`src/rtl/htfd_pkg.sv`:
```
package htfd_pkg;

  localparam logic [7:0] CRC_INIT = 8'hFF;
  localparam logic [7:0] CRC_POLY = 8'h31;
  localparam int unsigned BUSY_BIT = 7;
  localparam logic [2:0] LAST_POS = 3'd6;
  localparam int unsigned RAW_W = 20;
  localparam int unsigned CNT_W = 32;
  localparam int unsigned HUM_W = 14;
  localparam int unsigned TEMP_W = 15;
  localparam logic [13:0] HUM_SCALE = 14'd10000;
  localparam logic [14:0] TEMP_SCALE = 15'd20000;
  localparam logic [14:0] TEMP_OFFSET = 15'd5000;
  localparam int unsigned QUEUE_DEPTH = 2;

  typedef enum logic [1:0] {
    ST_OK   = 2'd0,
    ST_BUSY = 2'd1,
    ST_CRC  = 2'd2,
    ST_BUS  = 2'd3
  } status_t;

  typedef struct packed {
    status_t          status;
    logic [RAW_W-1:0] hraw;
    logic [RAW_W-1:0] traw;
  } event_t;

  typedef struct packed {
    logic   valid;
    event_t ev;
  } push_t;

  function automatic logic [7:0] crc_byte(input logic [7:0] crc, input logic [7:0] b);
    logic [7:0] c;
    c = crc ^ b;
    for (int k = 0; k < 8; k++) begin
      if (c[7]) begin
        c = {c[6:0], 1'b0} ^ CRC_POLY;
      end else begin
        c = {c[6:0], 1'b0};
      end
    end
    return c;
  endfunction

  function automatic logic [CNT_W-1:0] sat_inc(input logic [CNT_W-1:0] v);
    return (v == {CNT_W{1'b1}}) ? v : v + 1'b1;
  endfunction

endpackage

```
`src/rtl/humidity_temp_frame_decoder_unit.sv`:
```
// Decodes a sensor measurement frame one byte per item; one item is taken every cycle
// unless the event queue is full (in_stall). The result for the item that completes a
// frame or reports a bus failure passes through the event queue, then the output register.
// The CRC step and constant multiplies are combinational: one item per cycle while not stalled.
// Synchronous active-low reset clears the byte position, the CRC to 0xFF, the queue
// and all statistics counters.
module humidity_temp_frame_decoder_unit #(
  parameter int unsigned QUEUE_DEPTH = htfd_pkg::QUEUE_DEPTH
) (
  input  logic                               clk,
  input  logic                               rst_n,
  input  logic                               in_valid,
  output logic                               in_stall,
  input  logic                               in_action,
  input  logic [7:0]                         in_data_byte,
  output logic                               out_valid,
  input  logic                               out_stall,
  output logic [1:0]                         out_status,
  output logic [htfd_pkg::HUM_W-1:0]         out_humidity_centi,
  output logic signed [htfd_pkg::TEMP_W-1:0] out_temp_centi,
  output logic [htfd_pkg::RAW_W-1:0]         out_humidity_raw,
  output logic [htfd_pkg::RAW_W-1:0]         out_temp_raw,
  output logic [htfd_pkg::CNT_W-1:0]         out_total_count,
  output logic [htfd_pkg::CNT_W-1:0]         out_success_count,
  output logic [htfd_pkg::CNT_W-1:0]         out_bus_error_count,
  output logic [htfd_pkg::CNT_W-1:0]         out_crc_error_count
);
  import htfd_pkg::*;

  push_t  push;
  event_t head;
  logic   q_full, q_nonempty, q_pop, accept;

  assign in_stall = q_full;
  assign accept   = in_valid && !q_full;

  htfd_front u_front (
    .clk       (clk),
    .rst_n     (rst_n),
    .accept    (accept),
    .action    (in_action),
    .data_byte (in_data_byte),
    .push      (push)
  );

  htfd_queue #(
    .DEPTH (QUEUE_DEPTH)
  ) u_queue (
    .clk      (clk),
    .rst_n    (rst_n),
    .push     (push),
    .full     (q_full),
    .nonempty (q_nonempty),
    .pop      (q_pop),
    .head     (head)
  );

  htfd_back u_back (
    .clk                 (clk),
    .rst_n               (rst_n),
    .ev_valid            (q_nonempty),
    .ev                  (head),
    .ev_pop              (q_pop),
    .out_valid           (out_valid),
    .out_stall           (out_stall),
    .out_status          (out_status),
    .out_humidity_centi  (out_humidity_centi),
    .out_temp_centi      (out_temp_centi),
    .out_humidity_raw    (out_humidity_raw),
    .out_temp_raw        (out_temp_raw),
    .out_total_count     (out_total_count),
    .out_success_count   (out_success_count),
    .out_bus_error_count (out_bus_error_count),
    .out_crc_error_count (out_crc_error_count)
  );

endmodule

```
`src/rtl/htfd_front.sv`:
```
module htfd_front (
  input  logic               clk,
  input  logic               rst_n,
  input  logic               accept,
  input  logic               action,
  input  logic [7:0]         data_byte,
  output htfd_pkg::push_t    push
);
  import htfd_pkg::*;

  logic [2:0]       pos_r, pos_nxt;
  logic [7:0]       crc_r, crc_nxt;
  logic             busy_r, busy_nxt;
  logic [RAW_W-1:0] hacc_r, hacc_nxt;
  logic [RAW_W-1:0] tacc_r, tacc_nxt;
  logic [7:0]       crc_base;

  always_comb begin
    pos_nxt  = pos_r;
    crc_nxt  = crc_r;
    busy_nxt = busy_r;
    hacc_nxt = hacc_r;
    tacc_nxt = tacc_r;
    push     = '0;
    crc_base = (pos_r == 3'd0) ? CRC_INIT : crc_r;
    if (accept) begin
      if (action) begin
        pos_nxt          = 3'd0;
        crc_nxt          = CRC_INIT;
        push.valid       = 1'b1;
        push.ev.status   = ST_BUS;
      end else if (pos_r < LAST_POS) begin
        crc_nxt = crc_byte(crc_base, data_byte);
        pos_nxt = pos_r + 3'd1;
        case (pos_r)
          3'd0: busy_nxt = data_byte[BUSY_BIT];
          3'd1: hacc_nxt = {data_byte, 12'd0};
          3'd2: hacc_nxt = hacc_r | {8'd0, data_byte, 4'd0};
          3'd3: begin
            hacc_nxt = hacc_r | {16'd0, data_byte[7:4]};
            tacc_nxt = {data_byte[3:0], 16'd0};
          end
          3'd4: tacc_nxt = tacc_r | {4'd0, data_byte, 8'd0};
          default: tacc_nxt = tacc_r | {12'd0, data_byte};
        endcase
      end else begin
        pos_nxt        = 3'd0;
        crc_nxt        = CRC_INIT;
        push.valid     = 1'b1;
        push.ev.hraw   = hacc_r;
        push.ev.traw   = tacc_r;
        if (busy_r) begin
          push.ev.status = ST_BUSY;
        end else if (crc_r != data_byte) begin
          push.ev.status = ST_CRC;
        end else begin
          push.ev.status = ST_OK;
        end
      end
    end
  end

  always_ff @(posedge clk) begin
    if (!rst_n) begin
      pos_r  <= 3'd0;
      crc_r  <= CRC_INIT;
      busy_r <= 1'b0;
      hacc_r <= '0;
      tacc_r <= '0;
    end else begin
      pos_r  <= pos_nxt;
      crc_r  <= crc_nxt;
      busy_r <= busy_nxt;
      hacc_r <= hacc_nxt;
      tacc_r <= tacc_nxt;
    end
  end

endmodule

```
`src/rtl/htfd_queue.sv`:
```
module htfd_queue #(
  parameter int unsigned DEPTH = htfd_pkg::QUEUE_DEPTH
) (
  input  logic             clk,
  input  logic             rst_n,
  input  htfd_pkg::push_t  push,
  output logic             full,
  output logic             nonempty,
  input  logic             pop,
  output htfd_pkg::event_t head
);
  import htfd_pkg::*;

  localparam int unsigned PTR_W = (DEPTH > 1) ? $clog2(DEPTH) : 1;
  localparam int unsigned CNT_QW = $clog2(DEPTH + 1);

  event_t            mem [DEPTH];
  logic [PTR_W-1:0]  wr_ptr_r, rd_ptr_r;
  logic [CNT_QW-1:0] count_r;
  logic              do_push, do_pop;

  assign full     = (count_r == CNT_QW'(DEPTH));
  assign nonempty = (count_r != '0);
  assign head     = mem[rd_ptr_r];
  assign do_push  = push.valid && !full;
  assign do_pop   = pop && nonempty;

  always_ff @(posedge clk) begin
    if (do_push) begin
      mem[wr_ptr_r] <= push.ev;
    end
  end

  always_ff @(posedge clk) begin
    if (!rst_n) begin
      wr_ptr_r <= '0;
      rd_ptr_r <= '0;
      count_r  <= '0;
    end else begin
      if (do_push) begin
        wr_ptr_r <= (wr_ptr_r == PTR_W'(DEPTH - 1)) ? '0 : wr_ptr_r + 1'b1;
      end
      if (do_pop) begin
        rd_ptr_r <= (rd_ptr_r == PTR_W'(DEPTH - 1)) ? '0 : rd_ptr_r + 1'b1;
      end
      if (do_push && !do_pop) begin
        count_r <= count_r + 1'b1;
      end else if (do_pop && !do_push) begin
        count_r <= count_r - 1'b1;
      end
    end
  end

endmodule

```
`src/rtl/htfd_back.sv`:
```
module htfd_back (
  input  logic                                   clk,
  input  logic                                   rst_n,
  input  logic                                   ev_valid,
  input  htfd_pkg::event_t                       ev,
  output logic                                   ev_pop,
  output logic                                   out_valid,
  input  logic                                   out_stall,
  output logic [1:0]                             out_status,
  output logic [htfd_pkg::HUM_W-1:0]             out_humidity_centi,
  output logic signed [htfd_pkg::TEMP_W-1:0]     out_temp_centi,
  output logic [htfd_pkg::RAW_W-1:0]             out_humidity_raw,
  output logic [htfd_pkg::RAW_W-1:0]             out_temp_raw,
  output logic [htfd_pkg::CNT_W-1:0]             out_total_count,
  output logic [htfd_pkg::CNT_W-1:0]             out_success_count,
  output logic [htfd_pkg::CNT_W-1:0]             out_bus_error_count,
  output logic [htfd_pkg::CNT_W-1:0]             out_crc_error_count
);
  import htfd_pkg::*;

  localparam int unsigned HP_W = RAW_W + HUM_W;
  localparam int unsigned TP_W = RAW_W + TEMP_W;

  logic              valid_r;
  status_t           status_r;
  logic [HUM_W-1:0]  hum_r;
  logic [TEMP_W-1:0] temp_r;
  logic [RAW_W-1:0]  hraw_r, traw_r;
  logic [CNT_W-1:0]  total_r, succ_r, buserr_r, crcerr_r;
  logic [HP_W-1:0]   hum_prod;
  logic [TP_W-1:0]   temp_prod;
  logic              is_ok;

  assign ev_pop    = ev_valid && (!valid_r || !out_stall);
  assign hum_prod  = HP_W'(ev.hraw) * HP_W'(HUM_SCALE);
  assign temp_prod = TP_W'(ev.traw) * TP_W'(TEMP_SCALE);
  assign is_ok     = (ev.status == ST_OK);

  always_ff @(posedge clk) begin
    if (ev_pop) begin
      status_r <= ev.status;
      hraw_r   <= ev.hraw;
      traw_r   <= ev.traw;
      hum_r    <= is_ok ? hum_prod[HP_W-1:RAW_W] : '0;
      temp_r   <= is_ok ? temp_prod[TP_W-1:RAW_W] - TEMP_OFFSET : '0;
    end
  end

  always_ff @(posedge clk) begin
    if (!rst_n) begin
      valid_r  <= 1'b0;
      total_r  <= '0;
      succ_r   <= '0;
      buserr_r <= '0;
      crcerr_r <= '0;
    end else begin
      if (ev_pop) begin
        valid_r <= 1'b1;
        total_r <= sat_inc(total_r);
        case (ev.status)
          ST_OK:   succ_r   <= sat_inc(succ_r);
          ST_CRC:  crcerr_r <= sat_inc(crcerr_r);
          default: buserr_r <= sat_inc(buserr_r);
        endcase
      end else if (!out_stall) begin
        valid_r <= 1'b0;
      end
    end
  end

  assign out_valid           = valid_r;
  assign out_status          = status_r;
  assign out_humidity_centi  = hum_r;
  assign out_temp_centi      = temp_r;
  assign out_humidity_raw    = hraw_r;
  assign out_temp_raw        = traw_r;
  assign out_total_count     = total_r;
  assign out_success_count   = succ_r;
  assign out_bus_error_count = buserr_r;
  assign out_crc_error_count = crcerr_r;

endmodule

```
`config.mk`:
```
export PLATFORM = sky130hd
export DESIGN_NAME = humidity_temp_frame_decoder_unit
export DESIGN_NICKNAME = d
export VERILOG_FILES = /design/src/rtl/htfd_pkg.sv /design/src/rtl/humidity_temp_frame_decoder_unit.sv /design/src/rtl/htfd_front.sv /design/src/rtl/htfd_queue.sv /design/src/rtl/htfd_back.sv
export SDC_FILE = /design/constraint.sdc
export NUM_CORES = 1
export LEC_CHECK = 0
export BUFFER_PORTS_ARGS = -buffer_cell sky130_fd_sc_hd__buf_2
export CORE_MARGIN = 4
export CORE_UTILIZATION = 45
export CTS_CLUSTER_SIZE = 8
export DETAILED_ROUTE_END_ITERATION = 10
export GPL_ROUTABILITY_DRIVEN = 0
export GPL_TIMING_DRIVEN = 0
export SYNTH_ARGS = -nofsm -noshare
export SYNTH_HDL_FRONTEND = slang
export SYNTH_HIERARCHICAL = 1
export SYNTH_SLANG_ARGS = --single-unit
```
`constraint.sdc`:
```
create_clock -name clk -period 16.05 [get_ports clk]
set_clock_uncertainty 0.05 [all_clocks]
set_input_delay 1.605 -clock clk [delete_from_list [all_inputs] [get_ports clk]]
set_output_delay 1.605 -clock clk [all_outputs]
set_load 0.01 [all_outputs]
```
======== After elaboration in Yosys (flattened, before gate mapping) ========
Memories as Yosys holds them, arrays and structs flattened. A register that Yosys moved wholly into a read port is not among the register bits.
Cells that the tools add are included.
Widths: inputs -> output; s select.
storage, ports and cells
  register bits ........................... 256
  bits in writable memories ............... 84
  bits of input ports ..................... 13
  output and inout port bits .............. 201
  word-level logic and storage cells ...... 142
  memories kept ........................... 1
cells by class
  $add $sub $neg .......................... 10
  $mul .................................... 2
  order comparisons ....................... 1
  equality and inequality tests ........... 12
  muxes and demuxes ....................... 52
  bitwise operators ....................... 20
  reductions and logical operators ........ 26
memories
  memory       words  bits a word  read ports  clocked after memory_dff  wr ports  RTL line          source
  u_queue.mem  2      42           1           1                         1         htfd_queue.sv:17  event_t mem [DEPTH];
operators with widths
  kind                    number
  $mux 8                  24
  $add 32x1->32 const B   4
  $eq 32x32->1 const B    4
  $pmux 20 s3             2
  $mux 43                 2
  $mul 20x10->30 const B  2
  $mux 6                  8
  $mux 40                 1
  $not 3->3               8
  $or 20x12->20           1
  $or 20x16->20           1
  $or 20x4->20            1
  $or 20x8->20            1
  $sub 15x13->15 const B  1
  $reduce_and 4->1        3
  $mux 3                  3
  $reduce_and 3->1        3
  $mux 1                  8
  $mux 2                  4
  $ne 8x8->1              1
  $xor 8x8->8             1
  $not 1->1               7
  $eq 3x2->1 const B      2
  $logic_and 1x1->1       6
  18 further kinds        25

======== Longest topological paths before layout ========
  depth after elaboration ................. 42
  gate-level depth with buffers ........... 28
  gate-level depth less buffers ........... 26

======== By module ========
Netlist, hierarchy kept.
modules (own cells, without submodules)
  module                            instances  cells an instance  area an instance (um^2)  seq. area each (um^2)
  htfd_back                         1          1437               14127.3                  4714.5
  htfd_queue                        1          156                3256.9                   2622.5
  htfd_front                        1          309                2693.8                   1041.0
  humidity_temp_frame_decoder_unit  1          1                  13.8                     0.0

======== Worst setup path after synthesis ========
Ideal clock, no wire load.
  kind .................................... in2reg
  start point ............................. input out_stall
  end point ............................... register u_back.crcerr_r[26], in the netlist u_back/out_crc_error_count[26]
  library setup time ...................... 0.115 ns
  arrival ................................. 7.097 ns
  data required time ...................... 15.885 ns
  setup slack ............................. 8.788 ns
  cell stages on the path ................. 9
  buffers on the path ..................... 0
  cells stage by stage .................... a21boi_1 -> nand3b_1 -> a31oi_2 -> and4_1 -> nand2b_1 -> nor2_1 -> nand4_1 -> xnor2_1 -> and2_1
between the ends
  cells in the longest elaborated chain, start to end .. 4
ends and longest elaborated chain
  what                               RTL line                                source
  start: declaration                 humidity_temp_frame_decoder_unit.sv:17  input logic out_stall,
  $logic_not 1->1                    htfd_back.sv:34                         assign ev_pop = ev_valid && (!valid_r || !out_stall);
  $logic_or 1x1->1                   htfd_back.sv:34
  $logic_and 1x1->1                  htfd_back.sv:34
  $reduce_and 3->1 (no source line)  -
  end signal: assignment             htfd_back.sv:62                         ST_CRC: crcerr_r <= sat_inc(crcerr_r);
  end: declaration                   htfd_back.sv:29                         logic [CNT_W-1:0] total_r, succ_r, buserr_r, crcerr_r;
Every way passes these cells.
A chain may end at the register's enable or synchronous reset.

==> impl_metrics.env <==
export IMPL_cp_end_kind="register"
export IMPL_hp_class="reg2reg"
export IMPL_grtUsageMet3_pct=5.58
export IMPL_yosysWarnings=6
export IMPL_ys_seq_elements=341
export IMPL_rows=77
export IMPL_grt_pass1_wl_mm=70.1
export IMPL_drc=0
export IMPL_ys_types=72
export IMPL_clk_latency_ns=0.56
export IMPL_grtUsageTotal_pct=18.0
export IMPL_finalMaxSlewViolations=0
export IMPL_dieArea_um2=48100
export IMPL_wl_mm=43.3
export IMPL_cts_buffer_depth=3
export IMPL_avgSynthCellArea_um2=10.6
export IMPL_synth_cells=1903
export IMPL_path_class="reg2reg"
export IMPL_synth_edf_count=155
export IMPL_overflow=0
export IMPL_viasPerCell=4.92
export IMPL_grt_pass1_vias=13800
export IMPL_clkSlewWorstSetupHoldPaths_ns=0.05
export IMPL_area_growth_pct=16.3
export IMPL_synth_main_ff_cell="dfxtp_1"
export IMPL_ys_seq_area_share_pct=41.7
export IMPL_critPathLaunchType="register"
export IMPL_cp_max_fo=10
export IMPL_outcome="finished, final reports clean"
export IMPL_hold_viol_final=0
export IMPL_cap_violations=0
export IMPL_final_area_um2=23400
export IMPL_async_flop_share_pct=0
export IMPL_die_height_um=219
export IMPL_cts_num_sinks=341
export IMPL_utilization_pct=52.9
export IMPL_post_cts_resized=0
export IMPL_syn_area_um2=20100
export IMPL_maxSlewHeadroom_pct=32.4
export IMPL_cts_hold_buf=0
export IMPL_fillCellCount=3979
export IMPL_grt_use_met1_pct=23.2
export IMPL_coreArea_um2=44200
export IMPL_placed_cell_area_um2=22000
export IMPL_cts_setup_buffers=0
export IMPL_fmax_mhz=149
export IMPL_rsz0062_at_grt="false"
export IMPL_arrival_ns=6.96
export IMPL_portBuffers=205
export IMPL_root_buffer="clkbuf_16"
export IMPL_cpPeakStageDelay_ns=0.56
export IMPL_initial_core_util_pct=45.4
export IMPL_drtIter0Drc=541
export IMPL_post_dp_hpwl_mm=32.6
export IMPL_met2_usage_pct=29.2
export IMPL_dieWidth_um=219
export IMPL_worstPathRequired_ns=16.28
export IMPL_ant_nets=0
export IMPL_firstDrtPassIters=4
export IMPL_num_vias=13700
export IMPL_io_pins=214
export IMPL_cpMostUsedCell="inv_1"
export IMPL_drive_gt1_share_pct=16.2
export IMPL_post_route_period_util_pct=41.9
export IMPL_finalSetupViolations=0
export IMPL_cts_buffers=48
export IMPL_synth_nets=2179
export IMPL_tritoncts="built"
export IMPL_period_minus_slack_ns=6.73
export IMPL_busiest_layer="met2"
export IMPL_synth_top_area_share_pct=23.2
export IMPL_setup_tns_ns=0
export IMPL_cp_slowest_cell="fa_1"
export IMPL_grt_max_degree=33
export IMPL_synthTopCellsByArea="edfxtp_1, dfxtp_1, ha_1, fa_1, inv_1"
export IMPL_drt_wirelength_per_cell_um=15.5
export IMPL_h_tree_depth=2
export IMPL_tightest_slew_ns=1.01
export IMPL_nets=2439
export IMPL_antenna_found_initial=10
export IMPL_yosysTopAreaCell="edfxtp_1"
## critical path: cells and delay by family, from the launching register on
kind | cells | cell delay (ns)
AO/OA/AOI/OAI | 7 | 1.37
buffers and inverters | 9 | 0.93
XOR/XNOR | 1 | 0.17
flip-flops | 1 | 0.30
adder cells (fa/ha/maj) | 7 | 2.61
AND/OR/NAND/NOR | 3 | 0.74
multiplexers | 1 | 0.28
## flip-flops by register name, summed over array words and instances (netlist names), 3 cells and up, named ones only
| signal | cells |
|---|---|
| u_queue/mem | 84 |
| u_back/out_bus_error_count | 32 |
| u_back/out_crc_error_count | 32 |
| u_back/out_success_count | 32 |
| u_back/out_total_count | 32 |
| u_back/out_humidity_raw | 20 |
| u_back/out_temp_raw | 20 |
| u_front/hacc_r | 20 |
| u_front/tacc_r | 20 |
| u_back/out_temp_centi | 15 |
| u_back/out_humidity_centi | 14 |
| u_front/crc_r | 8 |
| u_front/pos_r | 3 |
## Yosys cell counts (all sizes together) (5+ instances only)
cell      n
nor3     17
nand3    55
nand4    28
fa       92
nor2    108
and3     16
nor2b    26
or2       8
o21ai    45
inv     267
nand2    80
a21o     11
clkbuf   30
o211ai    5
buf      21
o21a      5
ha      171
edfxtp  155
a31oi     5
mux2i    13
nand2b    9
and2    153
xor2     54
or3      29
a21oi    65
dfxtp   186
nor4     10
xnor2   110
mux2     42
a21boi   30
a211oi    8
and4     13
## per-layer routing
| layer | part of all wire (%) | routed length (um) | up-vias |
|---|---|---|---|
| li1 | - | - | 6861 |
| met1 | 45 | 19600 | 6522 |
| met5 | 0.19 | 83 | - |
| met2 | 45 | 19700 | 236 |
| met4 | 2.5 | 1090 | 12 |
| met3 | 6.6 | 2880 | 74 |
## logic make-up (layout without fill, tap and decap cells)
group	count (synthesis)	count (layout)	share of synthesized area, %
xor gates and xnor gates	168	168	7.67
buffers and inverters	318	607	6.21
other	0	3	0
and+or+nand+nor	561	561	15.3
AOI/OAI and AO/OA	197	197	6.28
muxes	55	55	3.00
DFF	341	341	41.7
adders and majority gates	263	263	19.8
## cells in the final DEF (no fill, tap or decap), drive strengths merged, types with 3 or more instances in the layout
master	n
and2	153
a21oi	65
mux2i	13
a311oi	3
clkbuf	108
diode	3
a211oi	8
xor2	54
fa	92
xnor2	110
nand2	80
or3	29
nor2	108
inv	267
edfxtp	155
nand2b	9
nor3b	3
and3	16
xnor3	4
buf	231
ha	171
nor2b	26
nand4	28
nand3	55
o21a	5
a21o	11
o21ai	45
or2	8
and4	13
a31oi	5
dfxtp	186
o21bai	4
mux2	42
a21boi	30
o211ai	5
nor4	10
o31ai	4
nor3	17
## area by class of cell
type | count | area, um^2 | share of cell area [%]
diodes | 3 | 7.51 | 0.0321
plain buffers | 51 | 245 | 1.05
clock buffers | 78 | 1360 | 5.80
clock inverters | 1 | 16.3 | 0.0696
inverters | 267 | 1000 | 4.29
multi-input cells | 1244 | 10500 | 44.9
flip-flops and latches | 341 | 8380 | 35.8
well taps | 592 | 741 | 3.17
repair buffers | 210 | 1140 | 4.88
## final timing paths
path / end / cells after the start / from / slack (ns)
min reg2reg: u_front/tacc_r[18] / 2 / u_front/tacc_r[18] / 0.40
min: u_front/tacc_r[18] / 2 / u_front/tacc_r[18] / 0.40
max: u_back/out_temp_centi[13] / 28 / register / 9.32
max reg2reg: u_back/out_temp_centi[13] / 28 / register / 9.32
## per-stage QoR
stage	hold slack (ns)	instances	setup WS, ns
floorplan	0.379	1903	8.79
global placement	0.391	2700	5.89
finish	0.401	2787	9.32
global route	0.426	2785	8.90
detailed placement	0.397	2705	9.36
CTS	0.405	2784	9.30
Power is left out: the tool's default activity adds up to more than one toggle a clock period on the data nets, which glitch-free logic cannot reach.
